### src/hw/rtl/cca_ram.sv
`timescale 1ns / 1ps

module cca_ram #(
  parameter int WIDTH = 8,
  parameter int DEPTH = 32,
  parameter int AW = (DEPTH > 1) ? $clog2(DEPTH) : 1
) (
  input  logic             clk,
  input  logic             we,
  input  logic [AW-1:0]    waddr,
  input  logic [WIDTH-1:0] wdata,
  input  logic [AW-1:0]    raddr,
  output logic [WIDTH-1:0] rdata
);

  logic [WIDTH-1:0] mem [DEPTH];

  always_ff @(posedge clk) begin
    if (we) begin
      mem[waddr] <= wdata;
    end
    rdata <= mem[raddr];
  end

endmodule

### config.mk
export PLATFORM = sky130hd
export DESIGN_NAME = cca_ram
export DESIGN_NICKNAME = d
export VERILOG_FILES = /design/src/hw/rtl/cca_ram.sv
export SDC_FILE = /design/constraint.sdc
export NUM_CORES = 1
export LEC_CHECK = 0
export BUFFER_PORTS_ARGS = -buffer_cell sky130_fd_sc_hd__buf_4
export CAP_MARGIN = 20
export CORE_UTILIZATION = 38
export DETAILED_ROUTE_END_ITERATION = 6
export PLACE_DENSITY = 0.56
export SYNTH_ARGS = -nofsm -noshare
export SYNTH_HDL_FRONTEND = slang
export SYNTH_SLANG_ARGS = --single-unit
### constraint.sdc
create_clock -name clk -period 5.25 [get_ports clk]
set_input_delay 0.2625 -clock clk [delete_from_list [all_inputs] [get_ports clk]]
set_output_delay 0.2625 -clock clk [all_outputs]
set_load 0.03 [all_outputs]
# --- Word level (Yosys, flattened, before mapping) ---
# Memory sizes are Yosys's and may differ from the RTL's. A register that Yosys moved wholly into a read port is not among the register bits.
# Index checks and enable logic that the tools add are counted.
# Widths: inputs -> output; s select.
totals:
  n_memories: 1
  ramBits: 256
  inputBits: 20
  out_inout_bits: 8
  register_bits: 0
classes:
  mux: 2
mem_list:
  columns: ["name", "depth", "word_bits", "read_ports", "rd_clocked_by_memory_dff", "write_ports", "line_no", "rtl"]
  rows:
  - ["mem", 32, 8, 1, 1, 1, "16", "logic [WIDTH-1:0] mem [DEPTH];"]
op_table:
  columns: ["cell", "count"]
  rows:
  - ["$mux 1", 2]

# --- Logic depth before layout (Yosys ltp) ---
logic_depth:
  ltp_word: 2
  mapped_depth: 5

# --- Least setup slack after synthesis ---
# OpenSTA, ideal clock, no wires.
synth_path:
  path_type: "in2reg"
  startpoint: "input raddr[2]"
  endpoint: "register rdata[0] (read register of mem)"
  stages: 5
  setup_ps: 121
  setup_slack_ps: 3185
  n_path_buf: 2
  t_arrival_ps: 1944
  cell_sequence: "clkbuf_1 -> clkbuf_1 -> mux4_2 -> mux4_2 -> mux2_2"
synth_rtl:
  columns: ["element", "line_no", "rtl"]
  rows:
  - ["start: declaration", "12", "input logic [AW-1:0] raddr,"]
  - ["end: declaration", "13", "output logic [WIDTH-1:0] rdata"]

==> impl_metrics.py <==
metrics = {
    "clocking": {
        "cts_resized": 0,
        "clk_pin_slew_ns": 0.06,
        "clk_latency_ns": 0.52,
        "clockBufferDepth": 3,
        "holdBufCountCts": 0,
        "cts_tree": "done",
        "cts_buffers": 26,
        "cts-root-buf": "clkbuf_16",
        "ctsHtreeMaxLevel": 1,
        "cts.sinks": 264,
        "cts_setup_buffers": 0,
    },
    "setup_path": {
        "crit_type": "input port to flop",
        "cp_max_fo": 48,
        "r2r-end": "rdata[6]$_DFF_P_",
        "worstPathRequired_ns": 5.67,
        "worstReg2RegStart": "mem[21][6]$_DFFE_PP_",
        "critical_path_arrival_ns": 2.84,
        "worst_setup_path_end_kind": "flop",
        "start_kind": "input port",
        "rrSetupSlack_ns": 3.42,
        "r2r_cells": 3,
    },
    "floorplanning": {
        "row_count": 59,
        "fp.coreArea_um2": 26000,
        "ios": 28,
        "start_util": 0.387,
        "die_h_um": 165,
        "die_w_um": 165,
        "die-area_um2": 27100,
    },
    "logic_synthesis": {
        "synth_seq_area_share": 0.781,
        "synthesis.area_um2": 10100,
        "avgSynthCellArea_um2": 24.1,
        "yosysTopAreaCellShare": 0.765,
        "ys_seq_elements": 264,
        "yosys.area.top_type": "edfxtp_1",
        "synth_fp_nets": 437,
        "ys_types": 15,
        "yosysWarnings": 0,
        "synth.area.top_cells": "edfxtp_1, mux4_2, dfxtp_1, nor2_1, mux2_2",
        "synthCells": 417,
    },
    "sta": {
        "fin_skew_ns": 0.0112,
        "setup_violations": 0,
        "period_minus_slack_ns": 2.43,
        "worst_pin_slew_ns": 0.985,
        "drv_slew": 0,
        "relSlewSlack": 0.344,
        "period_share": 0.462,
        "rsz0062_at_grt": "no",
        "max_freq_ghz": 0.412,
        "holdWs_ns": 0.110,
        "final-hold-violation-count": 0,
        "fin_setup_tns_ns": 0,
    },
    "finish": {
        "regArea_um2": 7850,
        "syn2layout_area_growth_pct": 13.7,
        "multi_input_area_um2": 2100,
        "final_cell_mix": "edfxtp_1, mux4_2, nor2_1, buf_4, clkbuf_16",
        "final_util": 0.440,
        "fillers": 2190,
        "final_common_cell": "edfxtp_1",
        "antenna_cells": 0,
        "fin_area_um2": 11400,
        "drive_gt1_frac": 0.332,
        "nets": 473,
    },
    "global_routing": {
        "grt-ovfl-total": 0,
        "grt_max_degree": 65,
        "track_usage": 0.159,
        "grt_pass1_wl_um": 30200,
        "antenna_found_initial": 0,
        "grt_pass1_vias": 4525,
    },
    "power": {
        "p_leak_nw": 3.51,
        "p_total_w": 0.00443,
        "power_density_nw_per_um2": 388,
        "vdd_ir_drop_max_mv": 0.259,
    },
    "route": {
        "wl_um": 20500,
        "vias": 4313,
        "drc": 0,
        "first_pass_iters": 4,
        "wire_per_inst_um": 25.3,
        "vias_per_cell": 5.34,
        "final_antenna_net_count": 0,
        "drt_iter0_markers": 383,
    },
    "placement": {
        "place_congestion": 0.734,
        "hpwl_um": 12700,
        "portBuffers": 27,
        "dpl_cell_area_um2": 10600,
    },
    "job": {
        "drv_cap": 0,
    },
    "min_path": {
        "min_path_cells": 2,
        "min_from": "raddr[3]",
        "hp-class": "input port to flop",
        "hold_path_end": "rdata[4]$_DFF_P_",
    },
    "run_status": {
        "outcome": "completed",
    },
}
-- cells in the mapped netlist, drive strengths merged --
library cell,n
or3b,3
or3,1
nand3,2
dfxtp,8
nand3b,5
mux2,8
edfxtp,256
nand2,1
clkbuf,6
buf,14
mux4,80
nor2,33
-- worst max path at each step --
stage | from | end | slack, ns | depth (start not counted)
2_1_floorplan | raddr[2] | rdata[0]$_DFF_P_ | 3.19 | 5
3_3_place_gp | raddr[0] | rdata[5]$_DFF_P_ | 2.24 | 5
3_5_place_dp | raddr[0] | rdata[4]$_DFF_P_ | 2.19 | 5
4_1_cts | raddr[0] | rdata[4]$_DFF_P_ | 2.77 | 5
5_1_grt | raddr[0] | rdata[5]$_DFF_P_ | 2.61 | 5
6_report | raddr[0] | rdata[4]$_DFF_P_ | 2.82 | 5
-- worst max-delay path, stage by stage --
cell and delay, ns:
buf_4 0.73, buf_4 0.48, mux4_2 0.57, mux4_2 0.47, mux2_2 0.27
-- cells by family (layout without fill, tap and decap cells) --
| logic type | count (synthesis) | after routing | synth area share |
|---|---|---|---|
| mux | 88 | 88 | 0.188 |
| flops | 264 | 264 | 0.781 |
| simple gates | 45 | 45 | 0.0207 |
| buf+inv | 20 | 76 | 0.0106 |
-- layer usage --
metal	GRT usage	wire length, µm	part of all wire	up-vias
met3	0.0211	1190	0.058	26
met5	0	0	0	-
li1	-	-	-	1847
met2	0.253	9820	0.48	120
met1	0.231	9150	0.45	2320
met4	0.0417	306	0.015	0
-- layout make-up --
cell class,count,share of cell area
clock inverter,17,0.0140
tap,335,0.0367
sequential,264,0.687
timing repair buffer,28,0.0184
clock buffer,31,0.0604
multi-input combinational,133,0.184
-- flip-flops by register name (all words and copies together), names as in the netlist --
signal  flops
mem       256
rdata       8
-- power breakdown --
part           switching (W)  leakage, nW  internal, W
Sequential        0.00000996         2.37      0.00234
Combinational       0.000138        0.728     0.000101
Clock               0.000757        0.409      0.00108
-- per-stage QoR --
stage | instances | setup slack [ns]
after detailed placement | 760 | 2.19
after global routing | 808 | 2.61
after global placement | 760 | 2.24
after CTS | 808 | 2.77
after floorplan | 417 | 3.19
final | 808 | 2.82
(Power assumes the default switching activity.)
